[src/rtl/sorted_array_priority_queue_defines.svh]
// Assertion macros shared by the sorted array priority queue RTL.
`ifndef SORTED_ARRAY_PRIORITY_QUEUE_DEFINES_SVH
`define SORTED_ARRAY_PRIORITY_QUEUE_DEFINES_SVH

// The consequent must hold in the same cycle as the antecedent.
`define SAQ_ASSERT_SAME(label, clk, rst, pre, post, msg) \
   label: assert property (@(posedge clk) disable iff (rst) (pre) |-> (post)) \
      else $error(msg);

// The consequent must hold in the cycle after the antecedent.
`define SAQ_ASSERT_NEXT(label, clk, rst, pre, post, msg) \
   label: assert property (@(posedge clk) disable iff (rst) (pre) |=> (post)) \
      else $error(msg);

`endif

[src/rtl/saq_pkg.sv]
// Package with constants and types shared by the sorted array priority queue.
package saq_pkg;
   localparam int MAX_ENTRIES = 16;
   localparam int VALUE_BITS  = 32;
   localparam int COUNT_BITS  = $clog2(MAX_ENTRIES + 1);
   localparam int INDEX_BITS  = $clog2(MAX_ENTRIES);
   localparam int CMD_BITS    = 2;

   localparam logic [CMD_BITS-1:0] CMD_ENQUEUE = 2'd0;
   localparam logic [CMD_BITS-1:0] CMD_DEQUEUE = 2'd1;
   localparam logic [CMD_BITS-1:0] CMD_QUERY   = 2'd2;

   localparam logic [COUNT_BITS-1:0] CAPACITY_RESET = COUNT_BITS'(MAX_ENTRIES);
   localparam logic signed [VALUE_BITS-1:0] NO_VALUE = '1;

   typedef struct packed {
      logic                           insert;
      logic                           remove;
      logic signed [VALUE_BITS-1:0]   value;
      logic [COUNT_BITS-1:0]          count;
   } cell_ctrl_type;
endpackage

[src/rtl/saq_cell.sv]
// One storage cell of the sorted queue: holds one entry and shifts with its neighbors.
module saq_cell (
   input  logic                                 clock,
   input  logic [saq_pkg::INDEX_BITS-1:0]       cell_index,
   input  saq_pkg::cell_ctrl_type               ctrl,
   input  logic                                 left_le,
   input  logic signed [saq_pkg::VALUE_BITS-1:0] left_value,
   input  logic signed [saq_pkg::VALUE_BITS-1:0] right_value,
   output logic                                 le,
   output logic signed [saq_pkg::VALUE_BITS-1:0] value
);
   import saq_pkg::*;

   logic signed [VALUE_BITS-1:0] value_ff;
   logic signed [VALUE_BITS-1:0] value_in;
   logic                         occupied;

   assign occupied = {1'b0, cell_index} < ctrl.count;
   assign le       = occupied && (value_ff <= ctrl.value);
   assign value    = value_ff;

   always_comb begin
      value_in = value_ff;
      if (ctrl.insert) begin
         if (!le) begin
            value_in = left_le ? ctrl.value : left_value;
         end
      end else if (ctrl.remove) begin
         value_in = right_value;
      end
   end

   always_ff @(posedge clock) begin
      value_ff <= value_in;
   end
endmodule

[src/rtl/sorted_array_priority_queue.sv]
// Top level of the sorted array priority queue built from a chain of cells.
//
// Usage: each request transaction on the req_ channel carries a command
// (enqueue, dequeue or query) and a value. Every request yields exactly one
// response transaction on the rsp_ channel, reporting whether the command
// took effect, the removed head, the new head, the count and empty/full flags.
// A request is taken at a clock edge where req_valid is high and req_stall low.
// The cells compare the incoming value against every entry at once and shift
// together, so a command is applied in the cycle it is taken and its
// response appears in the output register in the cycle after. One request per
// cycle is sustained while the receiver keeps rsp_stall low. When the receiver
// stalls a waiting response, req_stall rises and no further request is taken
// until that response has been delivered. The capacity register is written
// through csr_write_enable and csr_write_data; the user must do so only while
// the queue is idle, unenforced by the block. A synchronous reset empties the
// queue, drops any waiting response and sets the capacity to sixteen.
module sorted_array_priority_queue (
   input  logic                                  clock,
   input  logic                                  reset,
   input  logic                                  req_valid,
   output logic                                  req_stall,
   input  logic [saq_pkg::CMD_BITS-1:0]          req_command,
   input  logic signed [saq_pkg::VALUE_BITS-1:0] req_value,
   output logic                                  rsp_valid,
   input  logic                                  rsp_stall,
   output logic                                  rsp_accepted,
   output logic signed [saq_pkg::VALUE_BITS-1:0] rsp_removed_value,
   output logic signed [saq_pkg::VALUE_BITS-1:0] rsp_head_value,
   output logic [saq_pkg::COUNT_BITS-1:0]        rsp_count,
   output logic                                  rsp_empty_res,
   output logic                                  rsp_full_res,
   input  logic                                  csr_write_enable,
   input  logic [saq_pkg::COUNT_BITS-1:0]        csr_write_data
);
   import saq_pkg::*;

   `include "sorted_array_priority_queue_defines.svh"

   logic [COUNT_BITS-1:0]        capacity_ff;
   logic [COUNT_BITS-1:0]        count_ff;
   logic [COUNT_BITS-1:0]        count_in;
   logic [COUNT_BITS-1:0]        eff_capacity;
   logic                         req_accept;
   logic                         do_insert;
   logic                         do_remove;
   cell_ctrl_type                ctrl;
   logic                         le_chain    [MAX_ENTRIES];
   logic signed [VALUE_BITS-1:0] value_chain [MAX_ENTRIES];
   logic signed [VALUE_BITS-1:0] head_in;

   logic                         rsp_valid_ff;
   logic                         accepted_ff;
   logic signed [VALUE_BITS-1:0] removed_ff;
   logic signed [VALUE_BITS-1:0] head_ff;
   logic [COUNT_BITS-1:0]        rsp_count_ff;
   logic                         empty_ff;
   logic                         full_ff;

   always_comb begin
      if (capacity_ff == '0) begin
         eff_capacity = COUNT_BITS'(1);
      end else if (capacity_ff > COUNT_BITS'(MAX_ENTRIES)) begin
         eff_capacity = COUNT_BITS'(MAX_ENTRIES);
      end else begin
         eff_capacity = capacity_ff;
      end
   end

   assign req_stall  = rsp_valid_ff && rsp_stall;
   assign req_accept = req_valid && !req_stall;
   assign do_insert  = req_accept && (req_command == CMD_ENQUEUE) && (count_ff < eff_capacity);
   assign do_remove  = req_accept && (req_command == CMD_DEQUEUE) && (count_ff != '0);

   assign ctrl.insert = do_insert;
   assign ctrl.remove = do_remove;
   assign ctrl.value  = req_value;
   assign ctrl.count  = count_ff;

   genvar gi;
   generate
      for (gi = 0; gi < MAX_ENTRIES; gi++) begin : g_cell
         logic                         cell_left_le;
         logic signed [VALUE_BITS-1:0] cell_left_value;
         logic signed [VALUE_BITS-1:0] cell_right_value;
         if (gi == 0) begin : g_first
            assign cell_left_le    = 1'b1;
            assign cell_left_value = req_value;
         end else begin : g_inner
            assign cell_left_le    = le_chain[gi-1];
            assign cell_left_value = value_chain[gi-1];
         end
         if (gi == MAX_ENTRIES - 1) begin : g_last
            assign cell_right_value = value_chain[gi];
         end else begin : g_body
            assign cell_right_value = value_chain[gi+1];
         end
         saq_cell u_cell (
            .clock       (clock),
            .cell_index  (INDEX_BITS'(gi)),
            .ctrl        (ctrl),
            .left_le     (cell_left_le),
            .left_value  (cell_left_value),
            .right_value (cell_right_value),
            .le          (le_chain[gi]),
            .value       (value_chain[gi])
         );
      end
   endgenerate

   always_comb begin
      count_in = count_ff;
      head_in  = value_chain[0];
      if (do_insert) begin
         count_in = count_ff + COUNT_BITS'(1);
         head_in  = le_chain[0] ? value_chain[0] : req_value;
      end else if (do_remove) begin
         count_in = count_ff - COUNT_BITS'(1);
         head_in  = value_chain[1];
      end
   end

   always_ff @(posedge clock) begin
      if (reset) begin
         capacity_ff  <= CAPACITY_RESET;
         count_ff     <= '0;
         rsp_valid_ff <= 1'b0;
      end else begin
         if (csr_write_enable) begin
            capacity_ff <= csr_write_data;
         end
         count_ff <= count_in;
         if (req_accept) begin
            rsp_valid_ff <= 1'b1;
         end else if (!rsp_stall) begin
            rsp_valid_ff <= 1'b0;
         end
      end
   end

   always_ff @(posedge clock) begin
      if (req_accept) begin
         accepted_ff  <= do_insert || do_remove;
         removed_ff   <= do_remove ? value_chain[0] : NO_VALUE;
         head_ff      <= (count_in == '0) ? NO_VALUE : head_in;
         rsp_count_ff <= count_in;
         empty_ff     <= count_in == '0;
         full_ff      <= count_in >= eff_capacity;
      end
   end

   assign rsp_valid         = rsp_valid_ff;
   assign rsp_accepted      = accepted_ff;
   assign rsp_removed_value = removed_ff;
   assign rsp_head_value    = head_ff;
   assign rsp_count         = rsp_count_ff;
   assign rsp_empty_res     = empty_ff;
   assign rsp_full_res      = full_ff;

   `SAQ_ASSERT_SAME(a_count_bound, clock, reset, 1'b1,
      count_ff <= COUNT_BITS'(MAX_ENTRIES), "stored count exceeds the cell chain")
   `SAQ_ASSERT_NEXT(a_insert_count, clock, reset, do_insert,
      count_ff == $past(count_ff) + COUNT_BITS'(1), "enqueue did not grow the count")
   `SAQ_ASSERT_SAME(a_head_sorted, clock, reset, count_ff > COUNT_BITS'(1),
      value_chain[0] <= value_chain[1], "head entries out of order")
   `SAQ_ASSERT_SAME(a_empty_head, clock, reset, rsp_valid_ff && empty_ff,
      head_ff == NO_VALUE && rsp_count_ff == '0, "empty response with a head")
endmodule
[config.mk]
export PLATFORM = sky130hd
export DESIGN_NAME = sorted_array_priority_queue
export DESIGN_NICKNAME = d
export VERILOG_FILES = /design/src/rtl/saq_pkg.sv /design/src/rtl/saq_cell.sv /design/src/rtl/sorted_array_priority_queue.sv
export VERILOG_INCLUDE_DIRS = /design/src /design/src/rtl
export SDC_FILE = /design/constraint.sdc
export NUM_CORES = 2
export LEC_CHECK = 0
export BUFFER_PORTS_ARGS = -buffer_cell sky130_fd_sc_hd__buf_2
export CORE_AREA = 2 2 427 429
export CTS_CLUSTER_SIZE = 25
export DETAILED_ROUTE_END_ITERATION = 16
export DIE_AREA = 0 0 429 431
export PLACE_DENSITY_LB_ADDON = 0.25
export SKIP_CTS_REPAIR_TIMING = 1
export SYNTH_ARGS = -nofsm -noshare
export SYNTH_HDL_FRONTEND = slang
export SYNTH_HIERARCHICAL = 1
export SYNTH_SLANG_ARGS = --single-unit
[constraint.sdc]
create_clock -name clock -period 9.35 [get_ports clock]
set_clock_uncertainty 0.1 [all_clocks]
set_input_delay 1.4025 -clock clock [delete_from_list [all_inputs] [get_ports clock]]
set_output_delay 1.4025 -clock clock [all_outputs]
set_load 0.05 [all_outputs]
==> flow_summary_export.csv <==
group,metric,value,unit
status,run_status,"finished, final reports clean",
sta,hold_ws,0.461,ns
finish,syn_to_final_growth,13.6,%
place,port_buffers,117,
min_path,whs_path_depth,2,
drt,drt_iter0_drc,2456,
worst_setup_path,cp-end-kind,"flop",
finish,drive_gt1_share,7.79,%
die,die_h,431,um
worst_setup_path,critical-path-max-stage-delay,0.96,ns
yosys,synth.avg_cell_area,9.57,um2
sta,setup_viol,0,
clock_network,clk_pin_slew_worst_paths,0.06,ns
yosys,ys_warn_count,6,
sta,max-slew-margin-rel,21.9,%
global_route,grt_pass1_wl,210000,um
place,dp_hpwl,104000,um
worst_setup_path,start_kind,"primary input",
worst_setup_path,crit_required,9.63,ns
global_route,top_usage_layer,"met2",
flow_run,maxCapViolations,0,
power_and_ir_drop,power.leakage,0.0206,uW
global_route,grtUsageTotal,14.4,%
die,io_pins,118,
global_route,use_met2,22.3,%
place,post_dp_cell_area,48600,um2
sta,fin_crit,5.33,ns
drt,drc,0,
worst_setup_path,worstPathArrival,5.61,ns
sta,max_freq,0.188,GHz
finish,nNetsFinal,5423,
global_route,globalRouteMet3Util,2.11,%
worst_setup_path,r2r_cells,10,
die,die-area,185000,um2
die,start_util,24.9,%
sta,worst_slew_pin_slew,1.17,ns
worst_setup_path,critPathKind,"primary input to flop",
global_route,overflow,0,
clock_network,cts_made_buffers,78,
die,core,180000,um2
drt,viasPerCell,4.78,
sta,drv_slew,0,
drt,ant_nets,0,
clock_network,clk_latency,0.68,ns
worst_setup_path,cpMaxStageDelayCell,"or2_2",
die,num_rows,156,
die,die_w,429,um
clock_network,cts.htree.levels,3,
yosys,syn_inst,4687,
global_route,grt_max_degree,211,
global_route,met1_usage,21.2,%
worst_setup_path,crit_fanout,32,
yosys,netlist_area,44800,um2
sta,period_share,57.0,%
clock_network,cts_root_buf,"clkbuf_16",
worst_setup_path,path_cells,"buf_2 -> buf_4 -> inv_1 -> ha_1 -> nand3_1 -> nand4b_1 -> or3_1 -> or4_1 -> a221oi_2 -> or2_2 -> mux2i_1 -> a21oi_1",
clock_network,cts_buffer_depth,3,
sta,tns,0,ns
power_and_ir_drop,total_power,7660,uW
drt,vias,34600,
sta,hold_violations,0,
min_path,hp-class,"flop to flop",
sta,rsz0062_at_grt,"no",
global_route,grt_pass1_vias,34500,
drt,first_pass_iters,5,
finish,fillCellCount,19000,
drt,wire_per_inst,18.8,um
clock_network,cts_tree,"yes",
place,gp_congestion,0.855,
power_and_ir_drop,power_density,150,nW/um2
drt,wirelength,136000,um
clock_network,clock-sinks,595,
global_route,antenna_found_initial,13,
finish,postLayoutCellArea,50900,um2
power_and_ir_drop,vdd_drop_max,0.130,mV
==> registers in the layout (all words and copies together) (netlist names) <==
register and count:
g_cell.u_cell/value 512, rsp_removed_value 32, rsp_count 5, count_ff 5, rsp_valid 1, rsp_accepted 1, capacity_ff 5, rsp_empty_res 1
rsp_full_res 1, rsp_head_value 32
==> per-layer routing <==
layer  routed length (um)  vias to the layer above
li1                     -                    17200
met1                69100                    16600
met2                58800                      638
met3                 5680                      134
met4                 2650                        0
met5                    0                        -
==> critical path, delay by kind of cell <==
family | cells | cell delay (ns)
fa+ha+maj | 1 | 0.31
compound gates | 2 | 0.50
buf+inv | 3 | 0.86
mux | 1 | 0.38
simple gates | 5 | 2.13
==> final cells by class <==
cell class / instances / area, um2 / area share [%]
Clock inverter: 34 / 270 / 0.530
Timing Repair Buffer: 177 / 1090 / 2.13
Sequential cell: 595 / 17800 / 34.9
Tap cell: 2370 / 2970 / 5.82
Multi-Input combinational cell: 3370 / 24600 / 48.2
Inverter: 586 / 2210 / 4.33
Clock buffer: 105 / 2100 / 4.11
Antenna cell: 3 / 7.51 / 0.0147
==> final timing paths <==
path / start / endpoint / slack, ns
setup / recovery: req_value[30] / g_cell[9].u_cell/value[16] / 4.02
hold / removal: capacity_ff[1] / capacity_ff[1] / 0.46
setup reg to reg: count_ff[4] / g_cell[11].u_cell/value[5] / 4.34
hold reg to reg: capacity_ff[1] / capacity_ff[1] / 0.46
==> placed cells by master (no fill, tap or decap), types with 50 or more instances in the layout <==
cell type	instances
a21o_1	50
a21oi_1	675
buf_2	117
buf_4	56
clkbuf_16	80
conb_1	65
edfxtp_1	584
ha_1	571
inv_1	584
mux2i_1	518
nand2_1	134
nand2b_1	51
nand3_1	51
nand4_1	145
nor2_1	611
nor3_1	98
o21ai_0	50
==> per-stage QoR <==
stage | util, % | std cells | worst slack, ns
2_1_floorplan | - | 4750 | 2.27
3_3_place_gp | 27.0 | 7098 | 3.42
3_5_place_dp | 27.0 | 7098 | 3.42
4_1_cts | 28.3 | 7237 | 4.14
5_1_grt | 28.3 | 7237 | 3.92
6_report | 28.3 | 7240 | 4.02
==> power by group <==
part           switching [uW]  internal, uW
clock network            1240          1670
logic                     951           565
registers                 126          3100
No activity file was read; power rests on OpenSTA's default activity.
